--- src/sv/vcr_pkg.sv ---
// vcr_pkg: shared types, codes and helpers for the video continuity recovery block.
// Used by the channel interfaces, the step logic, the result buffer, top level and checker.
package vcr_pkg;

	typedef enum logic [3:0] {
		OP_CLEAR          = 4'd0,
		OP_SEAL_DAMAGE    = 4'd1,
		OP_AWAIT_FALLBACK = 4'd2,
		OP_FREEZE         = 4'd3,
		OP_OBSERVE        = 4'd4,
		OP_COMPLETE       = 4'd5,
		OP_NOTE_AUDIO     = 4'd6,
		OP_NOTE_FROZEN    = 4'd7,
		OP_NOTE_VIDEO_END = 4'd8
	} opcode_t;

	typedef enum logic [5:0] {
		PH_NORMAL    = 6'b000001,
		PH_SEALED    = 6'b000010,
		PH_FALLBACK  = 6'b000100,
		PH_FROZEN    = 6'b001000,
		PH_CANDIDATE = 6'b010000,
		PH_RESTORING = 6'b100000
	} phase_t;

	// Phase codes as reported on the result channel
	localparam logic [2:0] PCODE_NORMAL    = 3'd0;
	localparam logic [2:0] PCODE_SEALED    = 3'd1;
	localparam logic [2:0] PCODE_FALLBACK  = 3'd2;
	localparam logic [2:0] PCODE_FROZEN    = 3'd3;
	localparam logic [2:0] PCODE_CANDIDATE = 3'd4;
	localparam logic [2:0] PCODE_RESTORING = 3'd5;

	typedef enum logic [2:0] {
		DEC_NONE     = 3'd0,
		DEC_PASS     = 3'd1,
		DEC_DISCARD  = 3'd2,
		DEC_REJECTED = 3'd3,
		DEC_RESTORE  = 3'd4
	} decision_t;

	// Presence flag positions
	localparam int unsigned FL_DAMAGE   = 0;
	localparam int unsigned FL_CAND     = 1;
	localparam int unsigned FL_FALLBACK = 2;
	localparam int unsigned FL_AUDIO    = 3;
	localparam int unsigned FL_FROZEN   = 4;
	localparam int unsigned FL_VIDEO    = 5;

	typedef logic [5:0] flags_t;
	typedef logic signed [63:0] time_t;
	typedef logic [63:0] track_t;

	typedef struct packed {
		phase_t phase;
		flags_t flags;
		time_t  damage_start;
		time_t  candidate_time;
		track_t fallback_track;
		time_t  audio_frontier;
		time_t  frozen_through;
		time_t  video_end;
	} vcr_state_t;

	typedef struct packed {
		decision_t  decision;
		vcr_state_t state;
	} vcr_result_t;

	localparam vcr_state_t STATE_RESET = '{
		phase:          PH_NORMAL,
		flags:          '0,
		damage_start:   '0,
		candidate_time: '0,
		fallback_track: '0,
		audio_frontier: '0,
		frozen_through: '0,
		video_end:      '0
	};

	function automatic logic [2:0] phase_code(phase_t p);
		logic [2:0] c;
		unique case (p)
			PH_NORMAL:    c = PCODE_NORMAL;
			PH_SEALED:    c = PCODE_SEALED;
			PH_FALLBACK:  c = PCODE_FALLBACK;
			PH_FROZEN:    c = PCODE_FROZEN;
			PH_CANDIDATE: c = PCODE_CANDIDATE;
			PH_RESTORING: c = PCODE_RESTORING;
			default:      c = PCODE_NORMAL;
		endcase
		return c;
	endfunction

endpackage

--- src/sv/vcr_ifs.sv ---
// vcr_ifs: valid/ready channel interfaces for event items and result items.
// Depends on vcr_pkg for the payload types.
interface vcr_evt_if;
	import vcr_pkg::*;
	logic        valid;
	logic        ready;
	logic [3:0]  opcode;
	time_t       time_us;
	track_t      fb_track;
	logic        sync_point;
	logic        corrupt;

	modport source(output valid, opcode, time_us, fb_track, sync_point, corrupt,
		input ready);
	modport sink(input valid, opcode, time_us, fb_track, sync_point, corrupt,
		output ready);
endinterface

interface vcr_res_if;
	import vcr_pkg::*;
	logic        valid;
	logic        ready;
	logic [2:0]  decision;
	logic [2:0]  phase;
	logic [5:0]  present_mask;
	time_t       damage_start_out;
	time_t       candidate_time_out;
	track_t      fallback_track_out;
	time_t       audio_frontier_out;
	time_t       frozen_through_out;
	time_t       video_end_out;

	modport source(output valid, decision, phase, present_mask, damage_start_out,
		candidate_time_out, fallback_track_out, audio_frontier_out, frozen_through_out,
		video_end_out, input ready);
	modport sink(input valid, decision, phase, present_mask, damage_start_out,
		candidate_time_out, fallback_track_out, audio_frontier_out, frozen_through_out,
		video_end_out, output ready);
endinterface

--- src/sv/vcr_step.sv ---
// vcr_step: next recovery state and decision for one event item.
// Purely combinational; depends on vcr_pkg.
module vcr_step (
	input  vcr_pkg::vcr_state_t cur,
	input  logic [3:0]          opcode,
	input  vcr_pkg::time_t      time_us,
	input  vcr_pkg::track_t     fb_track,
	input  logic                sync_point,
	input  logic                corrupt,
	output vcr_pkg::vcr_state_t nxt,
	output vcr_pkg::decision_t  decision
);
	import vcr_pkg::*;

	time_t  held_sel;
	logic   held_ok;
	time_t  max_val;

	// One shared comparator for the three running maxima
	always_comb begin
		unique case (opcode_t'(opcode))
			OP_NOTE_AUDIO: begin
				held_sel = cur.audio_frontier;
				held_ok  = cur.flags[FL_AUDIO];
			end
			OP_NOTE_FROZEN: begin
				held_sel = cur.frozen_through;
				held_ok  = cur.flags[FL_FROZEN];
			end
			default: begin
				held_sel = cur.video_end;
				held_ok  = cur.flags[FL_VIDEO];
			end
		endcase
		max_val = (held_ok && (held_sel > time_us)) ? held_sel : time_us;
	end

	always_comb begin
		nxt      = cur;
		decision = DEC_NONE;
		unique case (opcode_t'(opcode))
			OP_CLEAR: nxt = STATE_RESET;
			OP_SEAL_DAMAGE: begin
				nxt.phase = PH_SEALED;
				if (!cur.flags[FL_DAMAGE]) begin
					nxt.damage_start      = time_us;
					nxt.flags[FL_DAMAGE]  = 1'b1;
				end
				nxt.flags[FL_CAND]  = 1'b0;
				nxt.candidate_time  = '0;
			end
			OP_AWAIT_FALLBACK: begin
				nxt.phase               = PH_FALLBACK;
				nxt.fallback_track      = fb_track;
				nxt.flags[FL_FALLBACK]  = 1'b1;
			end
			OP_FREEZE: begin
				nxt.phase               = PH_FROZEN;
				nxt.flags[FL_FALLBACK]  = 1'b0;
				nxt.fallback_track      = '0;
			end
			OP_OBSERVE: begin
				priority if (cur.phase == PH_NORMAL) begin
					decision = DEC_PASS;
				end else if (corrupt) begin
					// Damaged sample: drop any candidate and fall back or freeze
					decision = (cur.phase == PH_CANDIDATE) ? DEC_REJECTED : DEC_DISCARD;
					nxt.flags[FL_CAND] = 1'b0;
					nxt.candidate_time = '0;
					nxt.phase = cur.flags[FL_FALLBACK] ? PH_FALLBACK : PH_FROZEN;
				end else if (cur.phase == PH_SEALED) begin
					decision = DEC_DISCARD;
				end else if (cur.phase == PH_FROZEN || cur.phase == PH_FALLBACK) begin
					decision = DEC_DISCARD;
					if (sync_point) begin
						nxt.candidate_time = time_us;
						nxt.flags[FL_CAND] = 1'b1;
						nxt.phase          = PH_CANDIDATE;
					end
				end else if (cur.phase == PH_CANDIDATE) begin
					if (sync_point) begin
						decision  = DEC_RESTORE;
						nxt.phase = PH_RESTORING;
					end else begin
						decision  = DEC_DISCARD;
					end
				end else begin
					decision = DEC_PASS;
				end
			end
			OP_COMPLETE: begin
				nxt.phase               = PH_NORMAL;
				nxt.flags[FL_DAMAGE]    = 1'b0;
				nxt.flags[FL_FROZEN]    = 1'b0;
				nxt.flags[FL_CAND]      = 1'b0;
				nxt.flags[FL_FALLBACK]  = 1'b0;
				nxt.damage_start        = '0;
				nxt.frozen_through      = '0;
				nxt.candidate_time      = '0;
				nxt.fallback_track      = '0;
			end
			OP_NOTE_AUDIO: begin
				nxt.audio_frontier   = max_val;
				nxt.flags[FL_AUDIO]  = 1'b1;
			end
			OP_NOTE_FROZEN: begin
				nxt.frozen_through   = max_val;
				nxt.flags[FL_FROZEN] = 1'b1;
			end
			OP_NOTE_VIDEO_END: begin
				nxt.video_end        = max_val;
				nxt.flags[FL_VIDEO]  = 1'b1;
			end
			default: ;
		endcase
	end

endmodule

--- src/sv/vcr_out_buf.sv ---
// vcr_out_buf: two-entry result buffer (output register plus skid register).
// Depends on vcr_pkg for the result type.
module vcr_out_buf (
	input  logic                 clk,
	input  logic                 arst_n,
	input  logic                 push,
	input  vcr_pkg::vcr_result_t push_data,
	output logic                 can_push,
	output logic                 out_valid,
	input  logic                 out_ready,
	output vcr_pkg::vcr_result_t out_data
);
	import vcr_pkg::*;

	logic        out_valid_q;
	logic        skid_valid_q;
	vcr_result_t out_q;
	vcr_result_t skid_q;
	logic        head_free;

	// Head slot can take new data when empty or being drained this cycle
	assign head_free = !out_valid_q || out_ready;
	assign can_push  = !skid_valid_q;
	assign out_valid = out_valid_q;
	assign out_data  = out_q;

	always_ff @(posedge clk or negedge arst_n) begin
		if (!arst_n) begin
			out_valid_q  <= 1'b0;
			skid_valid_q <= 1'b0;
		end else if (head_free) begin
			out_valid_q  <= skid_valid_q || push;
			skid_valid_q <= 1'b0;
		end else if (push) begin
			skid_valid_q <= 1'b1;
		end
	end

	always_ff @(posedge clk) begin
		if (head_free) begin
			if (skid_valid_q) begin
				out_q <= skid_q;
			end else if (push) begin
				out_q <= push_data;
			end
		end else if (push) begin
			skid_q <= push_data;
		end
	end

endmodule

--- src/sv/video_continuity_recovery_fsm.sv ---
// video_continuity_recovery_fsm: top level of the video continuity recovery block.
// Depends on vcr_pkg, vcr_ifs, vcr_step and vcr_out_buf.
//
//   channel | dir | handshake    | payload
//   --------+-----+--------------+-------------------------------------------------
//   evt     | in  | valid/ready  | opcode, time_us, fb_track, sync_point,
//           |     |              | corrupt
//   res     | out | valid/ready  | decision, phase, present_mask, six held values
//
// Every event item yields exactly one registered result item; one item per cycle
// flows through while res.ready stays high.
// The recovery state registers update at the accept edge through one level of
// step logic, and the result register captures the new state and decision.
// A skid register behind the result register lets one more item enter while a
// result is stalled; evt.ready drops only when both result slots are full.
// arst_n clears the state to phase normal, no presence flags, zero values, and
// empties both result slots.
module video_continuity_recovery_fsm (
	input logic   clk,
	input logic   arst_n,
	vcr_evt_if.sink   evt,
	vcr_res_if.source res
);
	import vcr_pkg::*;

	vcr_state_t  state_q;
	vcr_state_t  state_nxt;
	decision_t   decision;
	vcr_result_t result;
	vcr_result_t res_data;
	logic        accept;
	logic        can_push;

	// Take an item whenever the result buffer has a free slot
	assign evt.ready = can_push;
	assign accept    = evt.valid && can_push;

	vcr_step u_step (
		.cur        (state_q),
		.opcode     (evt.opcode),
		.time_us    (evt.time_us),
		.fb_track   (evt.fb_track),
		.sync_point (evt.sync_point),
		.corrupt    (evt.corrupt),
		.nxt        (state_nxt),
		.decision   (decision)
	);

	// Advance the recovery state only on an accepted item
	always_ff @(posedge clk or negedge arst_n) begin
		if (!arst_n) begin
			state_q <= STATE_RESET;
		end else if (accept) begin
			state_q <= state_nxt;
		end
	end

	// The result reports the decision with the state after the event
	assign result.decision = decision;
	assign result.state    = state_nxt;

	vcr_out_buf u_out_buf (
		.clk       (clk),
		.arst_n    (arst_n),
		.push      (accept),
		.push_data (result),
		.can_push  (can_push),
		.out_valid (res.valid),
		.out_ready (res.ready),
		.out_data  (res_data)
	);

	// Unpack the held result onto the channel fields
	assign res.decision           = res_data.decision;
	assign res.phase              = phase_code(res_data.state.phase);
	assign res.present_mask       = res_data.state.flags;
	assign res.damage_start_out   = res_data.state.damage_start;
	assign res.candidate_time_out = res_data.state.candidate_time;
	assign res.fallback_track_out = res_data.state.fallback_track;
	assign res.audio_frontier_out = res_data.state.audio_frontier;
	assign res.frozen_through_out = res_data.state.frozen_through;
	assign res.video_end_out      = res_data.state.video_end;

endmodule

--- src/flat_wrapper.sv ---
// flat-port wrapper written by rule: the top's interface ports become plain ports
module video_continuity_recovery_fsm_flat import vcr_pkg::*;
  (clk, arst_n, evt_valid, evt_opcode, evt_time_us, evt_fb_track, evt_sync_point, evt_corrupt, evt_ready, res_valid, res_decision, res_phase, res_present_mask, res_damage_start_out, res_candidate_time_out, res_fallback_track_out, res_audio_frontier_out, res_frozen_through_out, res_video_end_out, res_ready);
  vcr_evt_if evt_i ();
  vcr_res_if res_i ();
  input logic clk;
  input logic arst_n;
  input wire logic [$bits(evt_i.valid)-1:0] evt_valid;
  input wire logic [$bits(evt_i.opcode)-1:0] evt_opcode;
  input wire logic [$bits(evt_i.time_us)-1:0] evt_time_us;
  input wire logic [$bits(evt_i.fb_track)-1:0] evt_fb_track;
  input wire logic [$bits(evt_i.sync_point)-1:0] evt_sync_point;
  input wire logic [$bits(evt_i.corrupt)-1:0] evt_corrupt;
  output wire logic [$bits(evt_i.ready)-1:0] evt_ready;
  output wire logic [$bits(res_i.valid)-1:0] res_valid;
  output wire logic [$bits(res_i.decision)-1:0] res_decision;
  output wire logic [$bits(res_i.phase)-1:0] res_phase;
  output wire logic [$bits(res_i.present_mask)-1:0] res_present_mask;
  output wire logic [$bits(res_i.damage_start_out)-1:0] res_damage_start_out;
  output wire logic [$bits(res_i.candidate_time_out)-1:0] res_candidate_time_out;
  output wire logic [$bits(res_i.fallback_track_out)-1:0] res_fallback_track_out;
  output wire logic [$bits(res_i.audio_frontier_out)-1:0] res_audio_frontier_out;
  output wire logic [$bits(res_i.frozen_through_out)-1:0] res_frozen_through_out;
  output wire logic [$bits(res_i.video_end_out)-1:0] res_video_end_out;
  input wire logic [$bits(res_i.ready)-1:0] res_ready;
  assign evt_i.valid = evt_valid;
  assign evt_i.opcode = evt_opcode;
  assign evt_i.time_us = evt_time_us;
  assign evt_i.fb_track = evt_fb_track;
  assign evt_i.sync_point = evt_sync_point;
  assign evt_i.corrupt = evt_corrupt;
  assign evt_ready = evt_i.ready;
  assign res_valid = res_i.valid;
  assign res_decision = res_i.decision;
  assign res_phase = res_i.phase;
  assign res_present_mask = res_i.present_mask;
  assign res_damage_start_out = res_i.damage_start_out;
  assign res_candidate_time_out = res_i.candidate_time_out;
  assign res_fallback_track_out = res_i.fallback_track_out;
  assign res_audio_frontier_out = res_i.audio_frontier_out;
  assign res_frozen_through_out = res_i.frozen_through_out;
  assign res_video_end_out = res_i.video_end_out;
  assign res_i.ready = res_ready;
  video_continuity_recovery_fsm u_core (.clk(clk), .arst_n(arst_n), .evt(evt_i), .res(res_i));
endmodule
--- config.mk ---
export PLATFORM = sky130hd
export DESIGN_NAME = video_continuity_recovery_fsm_flat
export DESIGN_NICKNAME = d
export VERILOG_FILES = /design/src/sv/vcr_pkg.sv /design/src/sv/vcr_ifs.sv /design/src/sv/vcr_step.sv /design/src/sv/vcr_out_buf.sv /design/src/sv/video_continuity_recovery_fsm.sv /design/src/flat_wrapper.sv
export SDC_FILE = /design/constraint.sdc
export NUM_CORES = 2
export LEC_CHECK = 0
export BUFFER_PORTS_ARGS = -buffer_cell sky130_fd_sc_hd__buf_2
export CELL_PAD_IN_SITES_DETAIL_PLACEMENT = 0
export CELL_PAD_IN_SITES_GLOBAL_PLACEMENT = 1
export CORE_ASPECT_RATIO = 0.9
export CORE_MARGIN = 5
export CORE_UTILIZATION = 52
export CTS_BUF_LIST = sky130_fd_sc_hd__clkbuf_16
export CTS_CLUSTER_DIAMETER = 150
export CTS_CLUSTER_SIZE = 16
export DETAILED_ROUTE_END_ITERATION = 12
export GPL_ROUTABILITY_DRIVEN = 0
export PLACE_DENSITY_LB_ADDON = 0.1
export SYNTH_ARGS = -nofsm -noshare
export SYNTH_HDL_FRONTEND = slang
export SYNTH_SLANG_ARGS = --single-unit
export TNS_END_PERCENT = 5
--- constraint.sdc ---
create_clock -name clk -period 58.4 [get_ports clk]
set_clock_uncertainty 0.1 [all_clocks]
set_input_delay 5.84 -clock clk [delete_from_list [all_inputs] [get_ports clk]]
set_output_delay 5.84 -clock clk [all_outputs]
set_load 0.03 [all_outputs]
==> implementation parameters <==
Parameter                              Value

Logic synthesis
  Most used flip-flop cell after synthesis ... edfxtp_1
  Sequential-to-total area share from yosys stat ... 0.604
  Gate count of the mapped netlist ... around 5000
  Most frequent cell after synthesis ... nand2_1
  Number of nets in the synthesized netlist ... between 5000 and 6000
  Top-area cell type share of the netlist area ... 0.426
  Top cell type by total area after synthesis ... edfxtp_1
  Most area-consuming cells after synthesis ... edfxtp_1, dfrtp_1, nand2_1
  Register bit total from synthesis ... between 1000 and 1500
  Count of yosys warnings during synthesis ... 0
  Average instance area after synthesis ... ~11 sq um
  Number of distinct library cell variants in the gate-level netlist after synthesis ... about 60
  EDFF count, synth ... ~800
  Cell Area, Synth ... between 50000 and 60000 sq um
  Synth cell count leaders ... nand2_1, edfxtp_1, o21ai_1
  Share of async-settable or async-resettable flops after synthesis ... 0.333

STA
  Share of the clock period used by the worst path ... 0.203
  Setup violations, final ... 0
  Clock period minus final worst setup slack ... between 10000 and 15000 ps
  Max Slew Vio Count ... 0
  Maximum achievable frequency ... roughly 84 MHz
  Final Hold Vio Count ... 0
  Unrepaired setup endpoints after global routing ... no
  Transition time of the tightest slew-check pin ... 1190 ps
  TNS Setup ... 0 ps
  Slew Limit Headroom ... 0.210

Setup path
  Biggest cell delay along the critical path ... roughly 730 ps
  CP Data Required Time ... 58700 ps
  CP most frequent cell ... buf_4
  CP Cell Sequence ... buf_4 > buf_4 > buf_4 > mux2i_1 > o21ai_0 > ha_1 > nand4_1 > nor4_1 > a222oi_1 > nor3b_1 > o221ai_1 > nor3_1 > o21ai_4 > buf_4 > buf_4 > mux2i_4 > o21ai_1
  Crit path buffers/inverters ... 5
  Critical Path Start Type ... input pin
  Critical-path maximum fanout ... 30
  Kind of end point of the critical path ... flop
  Gate family responsible for the most delay along the worst path ... buffers and inverters
  Slowest cell on the critical path ... nor4_1
  Arrival time worst endpoint ... 12130 ps
  Critical Setup Path Class ... input pin to flop

Hold path
  Min-delay worst type ... flop to flop

Global routing
  Initial antenna violation count ... 13
  GRT overflow ... 0
  Overall Global Routing Usage ... 0.282
  Pin count of the biggest net entering global routing ... between 150 and 200
  First-pass GRT wire length ... approximately 240 mm
  Number of global-route vias before repair ... between 30000 and 40000

Status
  Run status ... complete, no violations

CTS
  TritonCTS buffer count ... 84
  Max clock buf depth ... 3
  Sinks on Clock Net ... around 1200
  CTS root buf ... clkbuf_16
  H-tree depth reported by CTS ... 3
  Number of gates resized after cts ... 0
  Clock insertion delay at the later pin of the skew report ... ~690 ps
  Hold-fix buffers, CTS ... 0
  Clock-pin slew reported for the worst setup and hold paths after clock tree synthesis ... 80 ps
  Setup Fix Bufs, Post-CTS ... 0
  TritonCTS clock tree ... built

Drt
  Wire length per cell ... between 20 and 30 um
  Remaining antenna violation count ... 0
  Via total after detailed routing ... roughly 37000
  Starting DRT DRC Count ... 4243
  Remaining design rule violation count ... 0
  Pre-Repair DR Iteration Count ... 6
  Via density per instance ... around 5.8
  Final wirelength ... ~170 mm

Die
  Core outline area ... between 100000 and 150000 sq um
  Die W ... 357 um
  Core Rows ... between 100 and 150
  Die Footprint ... between 100000 and 150000 sq um
  Starting utilization of the core area ... 0.523
  Die Ht ... 322 um
  Num ports ... about 540

Power
  Clock group share of total power ... 0.269
  Int Power ... between 1 and 1.5 mW
  Maximum ir drop on the vdd rail ... around 0.021 mV
  Combinational share of power ... 0.217
  Switching part of the total power ... 0.315
  Sw power ... about 660 uW
  Power Density ... roughly 35 nW/um^2
  Part of the power in registers ... 0.514
  Total leakage power ... approximately 26 nW

Layout
  Finished Layout Cells ... between 6000 and 7000
  Total Nets Final ... about 5100
  Share of layout cells above drive strength 1 ... 0.197
  Area growth from synthesis to layout ... 5.88%

Placement
  Number of placed instances with taps included ... between 6000 and 7000
  Detail Placement HPWL ... slightly above 100 mm
  I/O Buffers ... 535

Flow run
  Max-cap viol count ... 0
[registers in the layout, indices dropped and copies added, names as in the netlist]
signal	count
u_core.u_out_buf.out_data	399
u_core.u_out_buf.skid_valid_q	1
u_core.state_q	396
u_core.u_out_buf.out_valid	1
u_core.u_out_buf.skid_q	399
[through the flow]
stage          power (mW)  hold slack (ps)  instance area, sq um   util  setup slack (ps)
6_report             2.10              377                 59500  0.554             46570
5_1_grt              2.20              388                 59500  0.554             46190
4_1_cts              2.12              380                 59500  0.554             46540
3_5_place_dp         1.56              363                 57100  0.531             45790
3_3_place_gp         1.55              357                 57100  0.531             45890
2_1_floorplan        1.46              346                 56200      -             34440
[cells by family after synthesis]
kind of cell	share of synthesized area
and+or+nand+nor	0.107
DFF	0.604
AOI/OAI and AO/OA	0.116
buffers and inverters	0.0814
muxes	0.0770
adders and majority gates	0.0142
xor gates and xnor gates	0.00109
[per-layer routing]
layer | track usage | part of all wire | wire length (um) | up-vias
li1 | - | - | - | 17100
met1 | 0.426 | 0.45 | 74100 | 18700
met2 | 0.419 | 0.44 | 73200 | 1465
met3 | 0.0672 | 0.093 | 15400 | 172
met4 | 0.0583 | 0.019 | 3200 | 0
met5 | 0 | 0 | 0 | -
[worst paths after layout]
path	start	slack [ps]	end	cells past startpoint
worst max-delay path	evt_opcode[0]	46570	u_core.u_out_buf.out_data[117]	17
worst min-delay path	u_core.state_q[321]	380	u_core.state_q[321]	2
worst max register to register	u_core.state_q[93]	52970	u_core.u_out_buf.out_data[117]	14
worst min register to register	u_core.state_q[321]	380	u_core.state_q[321]	2
max in group asynchronous	arst_n	50900	u_core.state_q[170]	3
min in group asynchronous	arst_n	5030	u_core.state_q[249]	1
[tightest hold or removal path, stage by stage, from the launching register on]
cell and delay, ps:
dfrtp_1 340, nand2_1 50, nand2_1 60
[layout by cell type (no fill, tap or decap), types with 5 or more instances in the layout]
cell / count
nand2_1: 1095
edfxtp_1: 798
o21ai_1: 538
buf_2: 533
dfrtp_1: 396
a21oi_1: 257
mux2_2: 204
and3_1: 191
a22o_1: 176
inv_1: 136
o21ai_0: 129
clkbuf_16: 84
mux2i_1: 68
nor2_1: 64
ha_1: 64
mux2i_4: 60
buf_4: 52
nand4_1: 12
nand3_1: 11
a21o_1: 10
nor3_1: 6
nand3_4: 5
inv_6: 5
[layout make-up]
class                      instances  area (sq um)
timing repair buffer             590          3150
sequential                      1196         33900
tap                             1450          1810
clock inverter                    69           323
fill                            9316         47900
multi-input combinational       2973         17900
antenna                            3          7.51
clock buffer                      84          2100
inverter                          76           293
[power groups by stage]
stage / sequential (mW) / clock, mW / combinational (mW)
after global routing: 1.09 / 0.609 / 0.497
after floorplan: 1.09 / 0 / 0.370
final: 1.08 / 0.566 / 0.456
after CTS: 1.08 / 0.578 / 0.457
after detailed placement: 1.10 / 0 / 0.456
after global placement: 1.10 / 0 / 0.449
No activity file was read; power rests on OpenSTA's default activity.
